$ cat config.mk
export PLATFORM = sky130hd
export DESIGN_NAME = pip_sqrt
export DESIGN_NICKNAME = d
export VERILOG_FILES = /design/src/hw/rtl/pip_pkg.sv /design/src/hw/rtl/pip_sqrt.sv
export SDC_FILE = /design/constraint.sdc
export NUM_CORES = 1
export LEC_CHECK = 0
export ABC_AREA = 1
export BUFFER_PORTS_ARGS = -buffer_cell sky130_fd_sc_hd__buf_2
export CAP_MARGIN = 40
export CORE_MARGIN = 10
export CORE_UTILIZATION = 51
export CTS_CLUSTER_DIAMETER = 150
export DETAILED_ROUTE_END_ITERATION = 6
export PLACE_DENSITY = 0.7
export SYNTH_ARGS = -nofsm -noshare
export SYNTH_HDL_FRONTEND = slang
export SYNTH_SLANG_ARGS = --single-unit
$ cat constraint.sdc
create_clock -name i_clk -period 9.18 [get_ports i_clk]
set_input_delay 0.459 -clock i_clk [delete_from_list [all_inputs] [get_ports i_clk]]
set_output_delay 0.459 -clock i_clk [all_outputs]
set_load 0.005 [all_outputs]
$ cat src/hw/rtl/pip_pkg.sv
package pip_pkg;

    localparam int MAX_POINTS = 64;
    localparam int ADDR_W     = $clog2(MAX_POINTS);
    localparam int CNT_W      = $clog2(MAX_POINTS + 1);
    localparam int COORD_W    = 24;
    localparam int LEN_W      = 32;
    localparam int SUMSQ_W    = 2 * (COORD_W + 1) + 2;
    localparam int ROOT_W     = SUMSQ_W / 2;
    localparam int MUL_W      = LEN_W + 1;
    localparam int NUM_W      = LEN_W + 16;
    localparam int T_W        = 17;

    localparam logic [1:0] ST_INSIDE  = 2'd0;
    localparam logic [1:0] ST_LAST    = 2'd1;
    localparam logic [1:0] ST_NO_PATH = 2'd2;

    localparam logic KIND_LOAD  = 1'b0;
    localparam logic KIND_QUERY = 1'b1;

    typedef struct packed {
        logic                      kind;
        logic signed [COORD_W-1:0] point_x;
        logic signed [COORD_W-1:0] point_y;
        logic signed [COORD_W-1:0] point_z;
        logic                      closes_path;
        logic [15:0]               progress;
    } t_in;

    typedef struct packed {
        logic signed [COORD_W-1:0] pos_x;
        logic signed [COORD_W-1:0] pos_y;
        logic signed [COORD_W-1:0] pos_z;
        logic [1:0]                status;
    } t_out;

    function automatic logic signed [MUL_W-1:0] coord_diff(
        input logic [COORD_W-1:0] b,
        input logic [COORD_W-1:0] a
    );
        logic signed [MUL_W-1:0] eb;
        logic signed [MUL_W-1:0] ea;
        eb = $signed({{(MUL_W-COORD_W){b[COORD_W-1]}}, b});
        ea = $signed({{(MUL_W-COORD_W){a[COORD_W-1]}}, a});
        return eb - ea;
    endfunction

endpackage

$ cat src/hw/rtl/pip_sqrt.sv
module pip_sqrt (
    input  logic                        i_clk,
    input  logic                        i_rst_n,
    input  logic                        i_start,
    input  logic [pip_pkg::SUMSQ_W-1:0] i_val,
    output logic                        o_done,
    output logic [pip_pkg::ROOT_W-1:0]  o_root
);
    import pip_pkg::*;

    logic [SUMSQ_W-1:0] r_val;
    logic [ROOT_W+2:0]  r_rem;
    logic [ROOT_W-1:0]  r_root;
    logic [$clog2(ROOT_W+1)-1:0] r_cnt;
    logic               r_busy;
    logic               r_done;
    logic [ROOT_W+2:0]  w_rem2;
    logic [ROOT_W+2:0]  w_trial;

    // two radicand bits per step, one root bit out
    assign w_rem2  = {r_rem[ROOT_W:0], r_val[SUMSQ_W-1 -: 2]};
    assign w_trial = {1'b0, r_root, 2'b01};

    always_ff @(posedge i_clk) begin
        if (!i_rst_n) begin
            r_busy <= 1'b0;
            r_done <= 1'b0;
        end else begin
            r_done <= 1'b0;
            if (i_start) begin
                r_busy <= 1'b1;
                r_val  <= i_val;
                r_rem  <= '0;
                r_root <= '0;
                r_cnt  <= '0;
            end else if (r_busy) begin
                r_val <= {r_val[SUMSQ_W-3:0], 2'b00};
                if (w_rem2 >= w_trial) begin
                    r_rem  <= w_rem2 - w_trial;
                    r_root <= {r_root[ROOT_W-2:0], 1'b1};
                end else begin
                    r_rem  <= w_rem2;
                    r_root <= {r_root[ROOT_W-2:0], 1'b0};
                end
                if (r_cnt == ($clog2(ROOT_W+1))'(ROOT_W - 1)) begin
                    r_busy <= 1'b0;
                    r_done <= 1'b1;
                end
                r_cnt <= r_cnt + 1'b1;
            end
        end
    end

    assign o_done = r_done;
    assign o_root = r_root;

endmodule

==> impl_metrics.tcl <==
set metrics [dict create \
    internal_power_mw 0.950 \
    vias 5605 \
    status "finished, final reports clean" \
    portBuffers 81 \
    synth_cells 932 \
    synth_most_common_cell "nand2_1" \
    arrival_ns 2.98 \
    ctsHoldBuffers 0 \
    drive_above_1_share_pct 12.5 \
    ys_top_cells_by_count "416 x nand2_1, 142 x inv_1, 110 x edfxtp_1" \
    cts_tree "yes" \
    grt_pass1_vias 5522 \
    synth_mux_area_share_pct 0 \
    tightestPinTransition_ns 0.808 \
    cts_buffers 9 \
    skew_ns 0.00987 \
    synth_top_family_by_area "simple AND/OR/NAND/NOR gates" \
    syn_to_final_growth_pct 13.1 \
    finalWorstSetupSlack_ns 6.39 \
    netlist-cell-type-count 33 \
    combinationalPowerShare_pct 24.6 \
    ys_seq_area_share_pct 48.0 \
    yosysTopAreaCell "edfxtp_1" \
    cts_buffer_depth 2 \
    dpl.hpwl_mm 11.2 \
    rsz0062_at_grt "false" \
    final_nets 1092 \
    die_x_um 137 \
    netlist.area_leader.share_pct 47.4 \
    leakage_nw 4.09 \
    ys_ff_latch 112 \
    cts_htree_levels 3 \
    synth_xor_xnor_area_share_pct 1.76 \
    cap_viol_max_count 0 \
    p_sw_share_pct 30.7 \
    yosys.area_share.simple_pct 33.7 \
    critical_path_class "reg2reg" \
    finalCriticalPeriod_ns 2.79 \
    path_clk_slew_ns 0.08 \
    fin_cells 1188 \
    synth_compound_area_share_pct 1.58 \
    setup_viol_count_final 0 \
    finalHoldViolCount 0 \
    synthAdderAreaFrac_pct 5.39 \
    cts-root-buf "clkbuf_16" \
    clock_latency_ns 0.35 \
    synthTopCellsByArea "edfxtp_1 47%, nand2_1 22%, inv_1 7.7%, nor2_1 5.7%, ha_1 5.4%" \
    die-area_um2 18700 \
    fp.coreArea_um2 13300 \
    drt_iter0_drc 276 \
    hold_class "in2reg" \
    async_flop_share_pct 0 \
    power_switching_mw 0.420 \
    row_count 42 \
    wirelength_mm 15.2 \
    cts_sinks 112 \
    p_clk_share_pct 29.6 \
    ys.flop_type "edfxtp_1" \
    grt_pass1_wl_mm 26.0 \
    dieHeight_um 137 \
    n_antenna_cell 0 \
    relSlewSlack_pct 46.1 \
    wire_per_inst_um 12.8 \
    ctsResizeCount 0 \
    p_per_area_nw_per_um2 174 \
    dp.cells 1172 \
    end_kind "flop" \
    fill_cells 1250 \
    track_usage_pct 16.9 \
    synth_area_um2 6970 \
    path_max_fanout 25 \
    vias_per_cell 4.72 \
    ant_nets 0 \
    drc 0 \
    antenna_found_initial 0 \
    grt_max_degree 80 \
    worst-endpoint-required_ns 9.38 \
    syn_avg_cell_area_um2 7.47 \
    pin_count 82 \
    routabilityCongestion 0.917 \
    startpoint_type "flop" \
    final_util_pct 59.3 \
    dp_slack_ns 6.45 \
    start_util_pct 52.4 \
    clock.fmax_mhz 359 \
    seq_power_share_pct 45.9 \
    yosysWarnings 0 \
    postCtsSetupBuffers 0 \
    syn_nets 1017 \
    final.setup.tns_ns 0 \
    drv_slew 0 \
    synth-edff-count 110 \
    min_period_over_period_pct 30.4 \
    grt_overflow 0 \
    dr.pass1.iters 5 \
    ir_drop_mv 0.0977 \
]
-- placed cells by master, fill, tap and decap left out, types with 3 or more instances in the layout --
| master | synthesis | final |
|---|---|---|
| a21oi_1 | 15 | 14 |
| buf_2 | 3 | 81 |
| buf_4 | 1 | 4 |
| clkbuf_16 | 0 | 9 |
| edfxtp_1 | 110 | 110 |
| ha_1 | 30 | 30 |
| inv_1 | 142 | 142 |
| nand2_1 | 416 | 416 |
| nand2_2 | 5 | 5 |
| nand3_1 | 23 | 23 |
| nand3b_1 | 5 | 5 |
| nand4_1 | 9 | 9 |
| nor2_1 | 105 | 105 |
| nor2_2 | 14 | 14 |
| nor3_1 | 4 | 4 |
| xnor2_1 | 11 | 11 |
| xor2_1 | 3 | 3 |
-- worst paths after layout --
| kind | from | endpoint | slack (ns) | cells past startpoint |
|---|---|---|---|---|
| max | o_root[18] | r_rem[17] | 6.39 | 12 |
| min | i_val[26] | r_val[26] | 0.37 | 3 |
| max reg2reg | o_root[18] | r_rem[17] | 6.39 | 12 |
| min reg2reg | r_val[0] | r_val[2] | 0.51 | 2 |
-- routing by layer --
layer  track usage (%)  part of all wire, %
met1              22.2                   48
met2              27.2                   46
met3              3.85                  4.9
met4              5.09                  1.3
met5                 0                    0
-- cells by family (layout without fill, tap and decap cells) --
group           count (synthesis)  count (layout)
flops                         112             112
fa+ha+maj                      30              30
xor+xnor                       14              14
buf+inv                       169             249
simple gates                  587             587
compound gates                 20              20
-- power by group through the flow --
stage	logic (mW)	clock network (mW)	registers (mW)
finish	0.336	0.405	0.629
global route	0.388	0.429	0.634
CTS	0.338	0.412	0.629
detailed placement	0.335	0	0.640
global placement	0.328	0	0.640
floorplan	0.252	0	0.643
-- worst max-delay path, stage by stage (launching register included) --
cell and delay (ns):
edfxtp_1 0.39, inv_1 0.10, ha_1 0.28, nand2_1 0.13
inv_1 0.05, a21oi_1 0.22, nand2_1 0.11, a21oi_1 0.17
nand3_2 0.51, buf_16 0.38, nand2_1 0.08, nand2_1 0.05
nor2_1 0.16
-- metrics by stage --
step	hold slack (ns)	area, µm²	total power [mW]
finish	0.368	7880	1.37
global route	0.368	7880	1.45
CTS	0.361	7880	1.38
detailed placement	0.497	7570	0.976
global placement	0.491	7520	0.968
floorplan	0.422	6970	0.895
-- final cells by class --
cell class	count	area, µm²	share of cell area, %
clock buffer	10	229	2.91
clock inverter	6	78.8	1.00
inverter	146	548	6.96
multi-input combinational	651	2970	37.7
sequential	112	3340	42.4
tap	176	220	2.79
timing repair buffer	87	490	6.23
-- state kept, by name, indices dropped and copies added, names as in the netlist --
name / flops
r_rem: 27
r_val: 52
r_busy: 1
o_root: 26
o_done: 1
r_cnt: 5
No activity file was read; power rests on OpenSTA's default activity.
