==> config.mk <==
export PLATFORM = sky130hd
export DESIGN_NAME = pip_div
export DESIGN_NICKNAME = d
export VERILOG_FILES = /design/src/hw/rtl/pip_pkg.sv /design/src/hw/rtl/pip_div.sv
export SDC_FILE = /design/constraint.sdc
export NUM_CORES = 1
export LEC_CHECK = 0
export CAP_MARGIN = 40
export CORE_UTILIZATION = 55
export DETAILED_ROUTE_END_ITERATION = 10
export DONT_BUFFER_PORTS = 1
export GPL_ROUTABILITY_DRIVEN = 0
export PLACE_DENSITY = 0.74
export SLEW_MARGIN = 20
export SYNTH_ARGS = -nofsm -noshare
export SYNTH_HDL_FRONTEND = slang
export SYNTH_SLANG_ARGS = --single-unit
==> constraint.sdc <==
create_clock -name i_clk -period 6.3 [get_ports i_clk]
set_clock_uncertainty 0.15 [all_clocks]
set_input_delay 0.63 -clock i_clk [delete_from_list [all_inputs] [get_ports i_clk]]
set_output_delay 0.63 -clock i_clk [all_outputs]
set_load 0.05 [all_outputs]
==> src/hw/rtl/pip_pkg.sv <==
package pip_pkg;

    localparam int MAX_POINTS = 64;
    localparam int ADDR_W     = $clog2(MAX_POINTS);
    localparam int CNT_W      = $clog2(MAX_POINTS + 1);
    localparam int COORD_W    = 24;
    localparam int LEN_W      = 32;
    localparam int SUMSQ_W    = 2 * (COORD_W + 1) + 2;
    localparam int ROOT_W     = SUMSQ_W / 2;
    localparam int MUL_W      = LEN_W + 1;
    localparam int NUM_W      = LEN_W + 16;
    localparam int T_W        = 17;

    localparam logic [1:0] ST_INSIDE  = 2'd0;
    localparam logic [1:0] ST_LAST    = 2'd1;
    localparam logic [1:0] ST_NO_PATH = 2'd2;

    localparam logic KIND_LOAD  = 1'b0;
    localparam logic KIND_QUERY = 1'b1;

    typedef struct packed {
        logic                      kind;
        logic signed [COORD_W-1:0] point_x;
        logic signed [COORD_W-1:0] point_y;
        logic signed [COORD_W-1:0] point_z;
        logic                      closes_path;
        logic [15:0]               progress;
    } t_in;

    typedef struct packed {
        logic signed [COORD_W-1:0] pos_x;
        logic signed [COORD_W-1:0] pos_y;
        logic signed [COORD_W-1:0] pos_z;
        logic [1:0]                status;
    } t_out;

    function automatic logic signed [MUL_W-1:0] coord_diff(
        input logic [COORD_W-1:0] b,
        input logic [COORD_W-1:0] a
    );
        logic signed [MUL_W-1:0] eb;
        logic signed [MUL_W-1:0] ea;
        eb = $signed({{(MUL_W-COORD_W){b[COORD_W-1]}}, b});
        ea = $signed({{(MUL_W-COORD_W){a[COORD_W-1]}}, a});
        return eb - ea;
    endfunction

endpackage

==> src/hw/rtl/pip_div.sv <==
module pip_div (
    input  logic                      i_clk,
    input  logic                      i_rst_n,
    input  logic                      i_start,
    input  logic [pip_pkg::NUM_W-1:0] i_num,
    input  logic [pip_pkg::LEN_W-1:0] i_den,
    output logic                      o_done,
    output logic [pip_pkg::T_W-1:0]   o_quot
);
    import pip_pkg::*;

    logic [NUM_W-1:0] r_num;
    logic [NUM_W-1:0] r_q;
    logic [LEN_W-1:0] r_den;
    logic [LEN_W-1:0] r_rem;
    logic [$clog2(NUM_W+1)-1:0] r_cnt;
    logic             r_busy;
    logic             r_done;
    logic [LEN_W:0]   w_rem2;

    // restoring, one quotient bit per cycle
    assign w_rem2 = {r_rem, r_num[NUM_W-1]};

    always_ff @(posedge i_clk) begin
        if (!i_rst_n) begin
            r_busy <= 1'b0;
            r_done <= 1'b0;
        end else begin
            r_done <= 1'b0;
            if (i_start) begin
                r_busy <= 1'b1;
                r_num  <= i_num;
                r_den  <= i_den;
                r_rem  <= '0;
                r_q    <= '0;
                r_cnt  <= '0;
            end else if (r_busy) begin
                r_num <= {r_num[NUM_W-2:0], 1'b0};
                if (w_rem2 >= {1'b0, r_den}) begin
                    r_rem <= LEN_W'(w_rem2 - {1'b0, r_den});
                    r_q   <= {r_q[NUM_W-2:0], 1'b1};
                end else begin
                    r_rem <= w_rem2[LEN_W-1:0];
                    r_q   <= {r_q[NUM_W-2:0], 1'b0};
                end
                if (r_cnt == ($clog2(NUM_W+1))'(NUM_W - 1)) begin
                    r_busy <= 1'b0;
                    r_done <= 1'b1;
                end
                r_cnt <= r_cnt + 1'b1;
            end
        end
    end

    assign o_done = r_done;
    assign o_quot = r_q[T_W-1:0];

endmodule

==> summary.txt <==
Status - finished clean
Hold Crit Class - input port to flop
Initial antenna violation count - 1
Util after Layout - 62.9%
Post-CTS sizing - 0
Core area - 12800 um^2
Yosys top cell area share - 54.9%
Mux cell area share after synthesis - 9.88%
Layout cells sized above 1 - 16.0%
Critical-path cell list - ha_1 > a21o_1 > a21oi_1 > o22ai_1 > o21ai_2 > a21oi_2 > a2111oi_4 > o21ai_4 > buf_4 > nand2_1 > inv_1 > a31o_2
Adder-cell share of the synthesized area - 5.87%
Fmax - 288 MHz
Sw Share - 27.9%
Combinational power share - 19.3%
CTS buffer count - 17
XOR/XNOR share of the synthesized area - 3.56%
Hold Path Sink - r_den[29]
Commonest non-fill, non-tap cell in the layout - edfxtp_1
Syn avg cell area - 12.3 um^2
Synth Area in Simple Gates - 9.72%
Clk Latency, worst-skew pair - 0.43 ns
Slowest-stage cell, CP - a2111oi_4
FF-to-FF End - r_rem[30]
Maximum vdd ir drop - 0.209 mV
N_diodes - 0
Commonest cells after routing, fill and taps aside - edfxtp_1, nor2_1, mux2_2, inv_1
Cts hold-fix bufs - 0
Final slew viol count - 0
Clock edge transition at the registers on the reported setup and hold paths - 0.06 ns
Depth of the CTS H-tree - 4
Setup-failing EPs final - 0
CP delay by family, top - compound AO/OA/AOI/OAI gates
WL final - 13700 um
Clock Path Buffers - 2
Launch point of the worst reg-to-reg path - r_rem[8]
Ys Warns - 0
Reg2Reg Depth - 12
Slew margin rel. - 63.3%
Largest net degree at the start of global routing - 101
WS Path Type - flop to flop
Top post-synthesis cells by area - edfxtp_1, mux2_2, ha_1
Setup TNS - 0 ns
Yosys top cell by area - edfxtp_1
DRC - 0
Syn_nets - 719
# IOs - 101
Vias in the first global route - 4571
CTS tree - built
RSZ-0062 raised after global routing - false
FF+latch count, synth - 137
Detailed placer's ending HPWL - 9280 um
Worst path arrival time - 3.49 ns
Crit end category - flop
CTS root buf - clkbuf_16
Post-layout min period - 3.47 ns
Max-Cap Viols - 0
Req. time, crit path - 6.33 ns
Crit Path Max Fanout - 39
Post-CTS setup buffers - 0
Synthesized cell area - 7380 um^2
Slowest stage delay, CP - 0.43 ns
Total Power - 2570 uW
Register share of total power - 44.6%
Starting Density - 57.5%
1st-pass router iterations - 5
Synth-to-Final Area Change - 9.26%
Die Width - 118 um
Post-synthesis compound-gate area fraction - 11.5%
CTS sink cnt - 137
Part of the power in the clock network - 36.1%
Worst slew pin tran - 0.546 ns
Row count - 41
First-pass GRT wire length - 22200 um
WL/cell - 17.5 um
Cells after Synth - 602
Hold wc startpoint - i_den[29]
PwrDens - 319 nW/um^2
I/O Buffers - 0
Most used DFF post-synth - edfxtp_1
Number of flops mapped to enable cells by yosys - 135
Critical path buffers and inverters - 2
Final hold vios - 0
Reg-to-reg setup timing slack - 2.83 ns
Main combinational cell family by area after synthesis - compound AO/OA/AOI/OAI gates
Crit path launch type - flop
Hold depth - 0
P_sw - 717 uW
Asr flop ratio synth - 0%
Via count - 4545
Remaining antenna violation count - 0
DR iter-0 viols - 289
Sequential cell area fraction in the yosys report - 55.5%
Total Nets Final - 718
Post-synth cell types - 57
Pleak - 0.00314 uW
Pint - 1860 uW
Chip height - 118 um
Vias/cell - 5.78
Grt total ovfl - 0
Gr usage total - 20.6%
Period utilization - 55.0%
Die area - 13900 um^2
-- metrics by stage --
step	instance area, um^2	instances	worst slack (ns)	hold slack (ns)
CTS	8060	786	2.86	0.126
global route	8060	786	2.61	0.125
finish	8060	786	2.83	0.151
floorplan	7380	602	2.41	0.346
global placement	7490	753	3.01	0.372
detailed placement	7510	754	2.88	0.385
-- worst reg2reg max path, delay by kind of cell, from the launching register on --
kind,cells,cell delay [ns]
AOI/OAI and AO/OA,8,1.64
adders and majority gates,1,0.40
DFF,1,0.39
buffers and inverters,2,0.38
and+or+nand+nor,1,0.27
-- state kept, by name, indices dropped and copies added (netlist names) --
| name | cells |
|---|---|
| r_num | 48 |
| r_rem | 32 |
| r_busy | 1 |
| r_q | 17 |
| o_done | 1 |
| r_cnt | 6 |
| r_den | 32 |
-- power by group through the flow --
stage | Sequential [uW] | Clock (uW) | Combinational, uW
floorplan | 1160 | 0 | 424
global route | 1150 | 984 | 552
CTS | 1150 | 949 | 495
finish | 1150 | 928 | 496
detailed placement | 1170 | 0 | 491
global placement | 1160 | 0 | 476
-- kinds of logic after synthesis --
| kind of cell | Yosys count |
|---|---|
| and+or+nand+nor | 150 |
| buffers and inverters | 66 |
| adders and majority gates | 34 |
| AOI/OAI and AO/OA | 118 |
| xor gates and xnor gates | 30 |
| DFF | 137 |
| muxes | 67 |
-- cells in the mapped netlist, types with 4 or more instances --
master    count
a21boi_0      4
xnor2_1      21
mux2_2       47
nand2b_1      4
o21ai_0      17
o22ai_1       6
inv_1        42
nor2_1       52
a21oi_1      33
o31ai_1       4
nand3_1      16
clkbuf_1     15
ha_1         33
and3_1        5
a21o_1       18
edfxtp_1    135
nand4_1       5
xor2_1        9
nor3_1        6
nand2_1      29
mux2i_1      20
a211oi_1      6
nor2b_1      23
-- final cells by class --
type	instances	area [um^2]
clock inverters	14	124
clock buffers	18	429
flip-flops and latches	137	4090
repair buffers	4	42.5
fillers	1003	4760
inverters	42	158
well taps	172	215
multi-input cells	399	3000
-- metal layers --
metal	global-route usage [%]	vias to the layer above	share of wire, %
li1	-	2211	-
met1	25.4	2168	44
met2	32.1	142	47
met3	8.24	22	7.3
met4	8.49	2	1.5
met5	0	-	0.073
-- how the worst max path moves through the flow --
stage,cells past startpoint,from,slack [ns],end
2_1_floorplan,2,i_start,2.41,r_cnt[0]
3_3_place_gp,12,r_rem[8],3.01,r_rem[30]
3_5_place_dp,12,r_rem[8],2.88,r_rem[30]
4_1_cts,12,r_rem[8],2.86,r_rem[30]
5_1_grt,12,r_rem[8],2.61,r_rem[30]
6_report,12,r_rem[8],2.83,r_rem[30]
No activity file was read; power rests on OpenSTA's default activity.
